===== config.mk =====
export PLATFORM = sky130hd
export DESIGN_NAME = learned_command_matcher
export DESIGN_NICKNAME = d
export VERILOG_FILES = /design/src/sv/lcm_pkg.sv /design/src/sv/lcm_ctrl.sv /design/src/sv/lcm_datapath.sv /design/src/sv/learned_command_matcher.sv
export SDC_FILE = /design/constraint.sdc
export NUM_CORES = 2
export LEC_CHECK = 0
export ABC_AREA = 1
export BUFFER_PORTS_ARGS = -buffer_cell sky130_fd_sc_hd__buf_2
export CORE_MARGIN = 3
export CORE_UTILIZATION = 35
export DETAILED_ROUTE_END_ITERATION = 10
export MAX_ROUTING_LAYER = met4
export PLACE_DENSITY = 0.48
export SYNTH_ARGS = -nofsm -noshare
export SYNTH_HDL_FRONTEND = slang
export SYNTH_SLANG_ARGS = --single-unit

===== constraint.sdc =====
create_clock -name clk -period 42.7 [get_ports clk]
set_clock_uncertainty 0.15 [all_clocks]
set_input_delay 2.135 -clock clk [delete_from_list [all_inputs] [get_ports clk]]
set_output_delay 2.135 -clock clk [all_outputs]
set_load 0.005 [all_outputs]

===== src/sv/lcm_pkg.sv =====
// ============================================================================
// lcm_pkg: shared definitions of the learned command matcher
// Result codes, command kinds, default sizes and the control and status
// bundles that pass between the controller and the datapath.
// ============================================================================
package lcm_pkg;

    // Default table size and longest learned string.
    localparam int DEFAULT_SLOT_COUNT = 16;
    localparam int DEFAULT_MAX_LEN    = 31;

    // Kind of a command, taken from its first byte.
    localparam logic KIND_LEARN = 1'b0;
    localparam logic KIND_MATCH = 1'b1;

    // Result code of a finished command.
    typedef enum logic [1:0] {
        STATUS_STORED   = 2'd0,
        STATUS_REJECTED = 2'd1,
        STATUS_MATCHED  = 2'd2,
        STATUS_NO_MATCH = 2'd3
    } status_t;

    // Commands from the controller to the datapath.
    typedef struct packed {
        logic capture;  // take the request and access the pattern memory
        logic commit;   // compare, update state, register the result
    } lcm_ctl_t;

    // Status from the datapath to the controller.
    typedef struct packed {
        logic last;     // the request in flight ends its command
    } lcm_sts_t;

endpackage


===== src/sv/lcm_ctrl.sv =====
// ============================================================================
// lcm_ctrl: sequencing controller
// Accepts a request when idle, runs the evaluate cycle and raises the
// result strobe when the request closed a command.
// ============================================================================
module lcm_ctrl
    import lcm_pkg::*;
(
    input  logic     clk,
    input  logic     rst_n,
    input  logic     start,
    input  lcm_sts_t sts,
    output lcm_ctl_t ctl,
    output logic     busy,
    output logic     done
);

    typedef enum logic {
        ST_IDLE,
        ST_EXEC
    } state_t;

    state_t state_reg;
    state_t state_next;
    logic   done_reg;
    logic   done_next;

    always_comb
    begin
        ctl.capture = (state_reg == ST_IDLE) && start;
        ctl.commit  = (state_reg == ST_EXEC);
        state_next  = state_reg;
        done_next   = 1'b0;
        unique case (state_reg)
            ST_IDLE:
            begin
                if (start)
                begin
                    state_next = ST_EXEC;
                end
            end
            ST_EXEC:
            begin
                state_next = ST_IDLE;
                done_next  = sts.last;
            end
            default:
            begin
                state_next = ST_IDLE;
            end
        endcase
    end

    always_ff @(posedge clk or negedge rst_n)
    begin
        if (!rst_n)
        begin
            state_reg <= ST_IDLE;
            done_reg  <= 1'b0;
        end
        else
        begin
            state_reg <= state_next;
            done_reg  <= done_next;
        end
    end

    assign busy = (state_reg == ST_EXEC);
    assign done = done_reg;

`ifndef SYNTH
    // Every accepted request is evaluated in the very next cycle.
    a_capture_then_commit: assert property (@(posedge clk) disable iff (!rst_n)
        ctl.capture |=> ctl.commit)
        else $error("accepted request was not evaluated");

    // The evaluate cycle never repeats back to back.
    a_single_commit: assert property (@(posedge clk) disable iff (!rst_n)
        ctl.commit |=> !ctl.commit)
        else $error("evaluate cycle repeated");

    // A result strobe always follows an evaluate cycle.
    a_done_after_commit: assert property (@(posedge clk) disable iff (!rst_n)
        done |-> $past(ctl.commit))
        else $error("result strobe without evaluation");
`endif

endmodule


===== src/sv/lcm_datapath.sv =====
// ============================================================================
// lcm_datapath: pattern store and parallel comparison
// Holds the learned byte strings, their lengths and valid flags, tracks the
// byte position inside a command and compares all slots at once.
// ============================================================================
module lcm_datapath
    import lcm_pkg::*;
#(
    parameter int SLOT_COUNT = DEFAULT_SLOT_COUNT,
    parameter int MAX_LEN    = DEFAULT_MAX_LEN
)
(
    input  logic       clk,
    input  logic       rst_n,
    input  lcm_ctl_t   ctl,
    output lcm_sts_t   sts,
    input  logic       req_type,
    input  logic [3:0] slot,
    input  logic [7:0] data_byte,
    input  logic       last,
    output logic [1:0] status,
    output logic [2:0] line_index,
    output logic       line_mode
);

    localparam int SLOT_W = (SLOT_COUNT > 1) ? $clog2(SLOT_COUNT) : 1;
    localparam int CMP_W  = (SLOT_W > 4) ? SLOT_W : 4;
    localparam int ADDR_W = (MAX_LEN > 1) ? $clog2(MAX_LEN) : 1;
    localparam int POS_W  = $clog2(MAX_LEN + 2);
    localparam int INC_W  = POS_W + 1;
    localparam int LEN_W  = $clog2(MAX_LEN + 1);

    typedef logic [SLOT_COUNT-1:0][7:0] row_t;

    // Pattern memory: one row per byte position, one byte lane per slot.
    row_t mem [MAX_LEN];

    // Command tracking and table state.
    logic [POS_W-1:0]      pos_reg;
    logic [POS_W-1:0]      pos_next;
    logic                  kind_reg;
    logic [3:0]            cur_slot_reg;
    logic [SLOT_COUNT-1:0] still_reg;
    logic [SLOT_COUNT-1:0] slot_valid_reg;
    logic [LEN_W-1:0]      len_reg [SLOT_COUNT];

    // Request in flight.
    logic [7:0]            data_q;
    logic                  last_q;
    logic                  kind_q;
    logic                  first_q;
    logic                  pos_lt_q;
    logic [INC_W-1:0]      pos_inc_q;
    logic [SLOT_COUNT-1:0] sel_q;
    logic [SLOT_COUNT-1:0] len_eq_q;
    logic [SLOT_COUNT-1:0] len_gt_q;
    row_t                  row_q;

    // Result registers.
    status_t               status_reg;
    logic [2:0]            line_reg;
    logic                  mode_reg;

    // Capture side.
    logic                  first;
    logic                  kind_eff;
    logic [3:0]            slot_eff;
    logic                  pos_lt;
    logic [INC_W-1:0]      pos_inc;
    logic [ADDR_W-1:0]     addr;
    logic [SLOT_COUNT-1:0] sel;
    logic [SLOT_COUNT-1:0] len_eq;
    logic [SLOT_COUNT-1:0] len_gt;

    // Evaluate side.
    logic [SLOT_COUNT-1:0] still_base;
    logic [SLOT_COUNT-1:0] keep;
    logic [SLOT_COUNT-1:0] still_new;
    logic [SLOT_COUNT-1:0] hits;
    logic                  hit_any;
    logic [SLOT_W-1:0]     hit_idx;
    logic [7:0]            hit_wide;
    logic                  slot_ok;

    always_comb
    begin
        first    = (pos_reg == '0);
        kind_eff = first ? req_type : kind_reg;
        slot_eff = first ? slot : cur_slot_reg;
        pos_lt   = (pos_reg < POS_W'(MAX_LEN));
        pos_inc  = INC_W'(pos_reg) + INC_W'(1);
        addr     = pos_reg[ADDR_W-1:0];
        for (int s = 0; s < SLOT_COUNT; s++)
        begin
            sel[s]    = (CMP_W'(slot_eff) == CMP_W'(s));
            len_eq[s] = (INC_W'(len_reg[s]) == pos_inc);
            len_gt[s] = (POS_W'(len_reg[s]) > pos_reg);
        end
        if (last)
        begin
            pos_next = '0;
        end
        else if (pos_reg <= POS_W'(MAX_LEN))
        begin
            pos_next = pos_reg + POS_W'(1);
        end
        else
        begin
            pos_next = pos_reg;
        end
    end

    always_comb
    begin
        still_base = first_q ? '1 : still_reg;
        for (int s = 0; s < SLOT_COUNT; s++)
        begin
            keep[s] = slot_valid_reg[s] && pos_lt_q && len_gt_q[s]
                      && (row_q[s] == data_q);
        end
        still_new = still_base & keep;
        hits      = still_new & len_eq_q;
        hit_any   = |hits;
        hit_idx   = '0;
        // The lowest matching slot wins.
        for (int s = SLOT_COUNT - 1; s >= 0; s--)
        begin
            if (hits[s])
            begin
                hit_idx = SLOT_W'(s);
            end
        end
        hit_wide = 8'(hit_idx);
        slot_ok  = |sel_q;
    end

    // Pattern memory and the request in flight.
    always_ff @(posedge clk)
    begin
        if (ctl.capture)
        begin
            if (kind_eff == KIND_LEARN && pos_lt)
            begin
                for (int s = 0; s < SLOT_COUNT; s++)
                begin
                    if (sel[s])
                    begin
                        mem[addr][s] <= data_byte;
                    end
                end
            end
            if (pos_lt)
            begin
                row_q <= mem[addr];
            end
            data_q    <= data_byte;
            last_q    <= last;
            kind_q    <= kind_eff;
            first_q   <= first;
            pos_lt_q  <= pos_lt;
            pos_inc_q <= pos_inc;
            sel_q     <= sel;
            len_eq_q  <= len_eq;
            len_gt_q  <= len_gt;
        end
    end

    always_ff @(posedge clk or negedge rst_n)
    begin
        if (!rst_n)
        begin
            pos_reg        <= '0;
            kind_reg       <= KIND_LEARN;
            cur_slot_reg   <= '0;
            still_reg      <= '1;
            slot_valid_reg <= '0;
            for (int s = 0; s < SLOT_COUNT; s++)
            begin
                len_reg[s] <= '0;
            end
            status_reg     <= STATUS_STORED;
            line_reg       <= '0;
            mode_reg       <= 1'b0;
        end
        else
        begin
            if (ctl.capture)
            begin
                pos_reg      <= pos_next;
                kind_reg     <= kind_eff;
                cur_slot_reg <= slot_eff;
            end
            if (ctl.commit)
            begin
                if (kind_q == KIND_MATCH)
                begin
                    still_reg <= still_new;
                end
                if (last_q)
                begin
                    still_reg <= '1;
                    line_reg  <= '0;
                    mode_reg  <= 1'b0;
                    if (kind_q == KIND_LEARN)
                    begin
                        if (!slot_ok)
                        begin
                            status_reg <= STATUS_REJECTED;
                        end
                        else if (!pos_lt_q)
                        begin
                            // Too long: the slot is dropped rather than kept.
                            for (int s = 0; s < SLOT_COUNT; s++)
                            begin
                                if (sel_q[s])
                                begin
                                    slot_valid_reg[s] <= 1'b0;
                                    len_reg[s]        <= '0;
                                end
                            end
                            status_reg <= STATUS_REJECTED;
                        end
                        else
                        begin
                            for (int s = 0; s < SLOT_COUNT; s++)
                            begin
                                if (sel_q[s])
                                begin
                                    slot_valid_reg[s] <= 1'b1;
                                    len_reg[s]        <= LEN_W'(pos_inc_q);
                                end
                            end
                            status_reg <= STATUS_STORED;
                        end
                    end
                    else if (hit_any)
                    begin
                        status_reg <= STATUS_MATCHED;
                        line_reg   <= hit_wide[3:1];
                        mode_reg   <= hit_wide[0];
                    end
                    else
                    begin
                        status_reg <= STATUS_NO_MATCH;
                    end
                end
            end
        end
    end

    assign sts.last   = last_q;
    assign status     = status_reg;
    assign line_index = line_reg;
    assign line_mode  = mode_reg;

`ifndef SYNTH
    // The final byte of a command always returns the position to the start.
    a_pos_restart: assert property (@(posedge clk) disable iff (!rst_n)
        (ctl.capture && last) |=> (pos_reg == '0))
        else $error("byte position not cleared after final byte");

    // A learn that fits in the table leaves its slot valid.
    a_learn_valid: assert property (@(posedge clk) disable iff (!rst_n)
        (ctl.commit && last_q && kind_q == KIND_LEARN && pos_lt_q && slot_ok)
        |=> ((sel_q & slot_valid_reg) == sel_q))
        else $error("learned slot not marked valid");

    // Only a match result carries a line and a mode.
    a_line_zero: assert property (@(posedge clk) disable iff (!rst_n)
        (status_reg != STATUS_MATCHED) |-> (line_reg == '0 && !mode_reg))
        else $error("line fields set without a match");
`endif

endmodule


===== src/sv/learned_command_matcher.sv =====
// ============================================================================
// learned_command_matcher: table of learned command byte strings
// Learns byte strings into slots and matches incoming commands against all
// slots in parallel, reporting the output line and mode of the lowest hit.
// ============================================================================
// Result: the strobe rises once the final byte of a command has been captured
//   and evaluated, with the result valid beside it; other bytes give none.
// Each byte passes a memory read, then a compare, before the next is taken;
//   busy is high in between. The receiver cannot stall: done lasts one cycle.
// Reset: asynchronous, active low; all slots become invalid with zero length
//   and no command is in progress; pattern bytes are not cleared.
module learned_command_matcher
    import lcm_pkg::*;
#(
    parameter int SLOT_COUNT = DEFAULT_SLOT_COUNT,
    parameter int MAX_LEN    = DEFAULT_MAX_LEN
)
(
    input  logic       clk,
    input  logic       rst_n,
    input  logic       start,
    output logic       busy,
    input  logic       req_type,
    input  logic [3:0] slot,
    input  logic [7:0] data_byte,
    input  logic       last,
    output logic       done,
    output logic [1:0] status,
    output logic [2:0] line_index,
    output logic       line_mode
);

    // Commands from the controller and status from the datapath. The
    // controller owns the handshake; the datapath owns all table state.
    lcm_ctl_t ctl;
    lcm_sts_t sts;

    // The controller accepts a request when idle, then evaluates it while
    // busy holds the sender off. When the request closed a command, it
    // raises the result strobe in the cycle after evaluation.
    lcm_ctrl u_ctrl (
        .clk   (clk),
        .rst_n (rst_n),
        .start (start),
        .sts   (sts),
        .ctl   (ctl),
        .busy  (busy),
        .done  (done)
    );

    // The datapath latches the kind and slot of a command from its first
    // byte. On capture it writes a learn byte into the pattern memory, or
    // reads the whole row of the current byte position for a match. On
    // commit it narrows the set of slots still matching and, on the final
    // byte, stores the learned length or picks the lowest exact hit.
    lcm_datapath #(
        .SLOT_COUNT (SLOT_COUNT),
        .MAX_LEN    (MAX_LEN)
    ) u_datapath (
        .clk        (clk),
        .rst_n      (rst_n),
        .ctl        (ctl),
        .sts        (sts),
        .req_type   (req_type),
        .slot       (slot),
        .data_byte  (data_byte),
        .last       (last),
        .status     (status),
        .line_index (line_index),
        .line_mode  (line_mode)
    );

endmodule


==> flow_metrics.env <==
export IMPL_drt_iter0_markers=14790
export IMPL_tns_ps=0
export IMPL_die_area_um2=492000
export IMPL_syn_nets=12650
export IMPL_core_area_um2=480200
export IMPL_drc=0
export IMPL_cts_sinks=4292
export IMPL_status="finished with violations"
export IMPL_maxSlewViolCount=3
export IMPL_cts_made_buffers=431
export IMPL_avgSynthCellArea_um2=13.49
export IMPL_finalSetupViolations=0
export IMPL_grt_pass1_wl_um=809600
export IMPL_final_nets=12440
export IMPL_r2r_worst_path_cells=8
export IMPL_dr_total_vias=109500
export IMPL_synth_adder_area_share_pct=0.6209
export IMPL_overflow=0
export IMPL_rows=254
export IMPL_cp_max_fo=35
export IMPL_final_common_cell="edfxtp_1"
export IMPL_dieWidth_um=701.4
export IMPL_synth_cell_types=53
export IMPL_period_minus_slack_ps=6190
export IMPL_cts_tree="built"
export IMPL_start_util_pct=35.25
export IMPL_hold_path_startpoint="u_datapath.line_index[1]$_DFFE_PN0P_"
export IMPL_h_tree_depth=5
export IMPL_synth_seq_cells=4292
export IMPL_grt_usage_pct=23.47
export IMPL_clk_latency_ps=1010
export IMPL_yosys_warnings=0
export IMPL_place_congestion=0.9113
export IMPL_synthMuxAreaShare_pct=0.6209
export IMPL_arrival_ps=6670
export IMPL_antenna_found_initial=47
export IMPL_synthSimpleGateAreaFrac_pct=8.299
export IMPL_cp_required_ps=43180
export IMPL_rsz0062_at_grt="no"
export IMPL_dr_pass1_iters=9
export IMPL_root_buffer="clkbuf_16"
export IMPL_netlist_area_um2=169300
export IMPL_hp_class="register to register"
export IMPL_hpwl_um=339300
export IMPL_cts_path_max_buffers=4
export IMPL_worstMarginPinSlew_ps=1504
export IMPL_violations="capacitance limit, slew limit"
export IMPL_ys_dominant_reg_cell="edfxtp_1"
export IMPL_post_cts_setup_buffers=0
export IMPL_synth_top_family_by_area="compound AO/OA/AOI/OAI gates"
export IMPL_path_clk_slew_ps=60
export IMPL_postSynth_asyncResetShare_pct=3.052
export IMPL_cts_hold_buffers=0
export IMPL_via_per_inst=5.721
export IMPL_yosysSeqAreaShare_pct=75.77
export IMPL_final_cell_mix="edfxtp_1, nor2_1, o21ai_0, o22ai_1, nand2_1"
export IMPL_r2r_start="u_datapath.pos_reg[4]$_DFFE_PN0P_"
export IMPL_synth_edf_count=4161
export IMPL_vdd_drop_max_v=0.00003502
export IMPL_die_y_um=701.4
export IMPL_largest_reg_flops=3968
export IMPL_area_delta_synth_final_pct=12.40
export IMPL_startpoint="u_datapath.pos_reg[4]$_DFFE_PN0P_"
export IMPL_grt_max_degree=210
export IMPL_whs_path_depth=2
export IMPL_p_leak_nw=60.99
export IMPL_relSlewSlack_pct=-1.062
export IMPL_yosys_area_share_xor_xnor_pct=0.7761
export IMPL_final_hold_violation_count=0
export IMPL_worstSetupEndpointType="register"
export IMPL_cap_violations=1
export IMPL_period_share_pct=14.50
export IMPL_routedWlPerCell_um=30.21
export IMPL_ctsResizeCount=0
export IMPL_io_buffers=24
export IMPL_final_core_util_pct=39.62
export IMPL_wl_um=578200
export IMPL_powerDensity_nw_per_um2=54.98
export IMPL_synth_cells=12550
export IMPL_drive_gt1_share_pct=7.776
export IMPL_grt_pass1_vias=107000
export IMPL_critPathKind="register to register"
export IMPL_fmax_ghz=0.1615
export IMPL_synth_compound_area_share_pct=11.53
export IMPL_nFillCells=44350
export IMPL_io_pins=25
export IMPL_antenna_left=0
export IMPL_start_kind="register"
==> worst max-delay path: stages (launching register included) <==
cell	delay [ps]
dfrtp_1	410
inv_1	730
nand2_1	310
nor2_4	770
buf_4	680
buf_4	630
nand2_2	800
buf_4	580
nor2_1	680
==> Yosys cell counts (3+ instances only) <==
master     number  area, um2
xnor2_1        92      805.8
inv_1         113      424.2
mux2i_1       105       1051
buf_1          38      142.6
or2_2          15      93.84
nor2_1       2404       9024
a22o_1        160       1401
o221ai_1       16      140.1
o211ai_1       64      480.5
a21oi_1       133      665.6
nand2_1       804       3018
dfrtp_1       115       2878
o21ai_2         4      35.03
a221oi_1      154       1349
nand3b_1        4      30.03
nor4_1         26      162.7
inv_2           8      30.03
o211a_1        16      160.2
a22oi_1        38      285.3
o22ai_1       867       5424
nor2_2          3      18.77
nand4_1        66      412.9
buf_2         148      740.7
ha_1           84       1051
o311ai_0        6      52.55
o21ai_0      1832       9169
nor3_1         34      170.2
edfxtp_1     4161     124900
nor3b_1         3      22.52
buf_6           4      45.04
clkbuf_1      694       2605
o21bai_1       15      112.6
o32ai_1        20      175.2
a2111oi_0       3      26.28
xor2_1         58      508.0
buf_4           4      30.03
dfstp_2        16      420.4
nand3_1       198      991.0
clkinv_1        3      11.26
==> worst paths after layout <==
check                           slack [ps]                                    to
worst max-delay path                 36510      u_datapath.mem[13][26]$_DFFE_PP_
worst min-delay path                   330  u_datapath.line_index[1]$_DFFE_PN0P_
worst max register to register       36510      u_datapath.mem[13][26]$_DFFE_PP_
worst min register to register         330  u_datapath.line_index[1]$_DFFE_PN0P_
max in group asynchronous            39790     u_datapath.pos_reg[1]$_DFFE_PN0P_
min in group asynchronous              960                 u_ctrl.done$_DFF_PN0_
==> layer usage <==
| layer | track usage [%] | share of wire [%] |
|---|---|---|
| met1 | 31.74 | 42 |
| met2 | 36.14 | 46 |
| met3 | 4.068 | 8.6 |
| met4 | 7.494 | 3.3 |
| met5 | - | 0 |
==> per-stage QoR <==
step                      hold WS [ps]  setup WS (ps)  total power [mW]  std cells  area [um2]
after floorplan                  295.5          27270             5.944      12550      169300
after global placement           317.0          36630             6.679      18300      176000
after detailed placement         318.6          36620             6.681      18300      176000
after CTS                        332.1          36560             10.50      19110      190200
after global routing             353.0          36340             10.84      19120      190200
final                            325.6          36510             10.46      19140      190300
==> power by group <==
| group | internal, mW | total (mW) | switching (mW) | leakage (nW) |
|---|---|---|---|---|
| Sequential | 4.74 | 4.83 | 0.0860 | 39.1 |
| Clock | 2.18 | 3.84 | 1.67 | 6.88 |
| Combinational | 0.485 | 1.79 | 1.30 | 15.0 |
==> layout make-up <==
cell class,instances,area (um2),area share (%)
flip-flops and latches,4292,128300,67.41
multi-input cells,7241,37200,19.55
clock buffers,520,11250,5.911
well taps,6400,8008,4.209
clock inverters,283,2934,1.542
repair buffers,246,2048,1.077
inverters,124,484.2,0.2545
diodes,31,77.57,0.04077
==> kinds of logic after synthesis <==
family / after synthesis
AND/OR/NAND/NOR: 3567
flip-flops: 4292
multiplexers: 105
AO/OA/AOI/OAI: 3335
adder cells (fa/ha/maj): 84
XOR/XNOR: 150
buffers and inverters: 1013
Note: power is estimated with default switching activity, not from simulation.
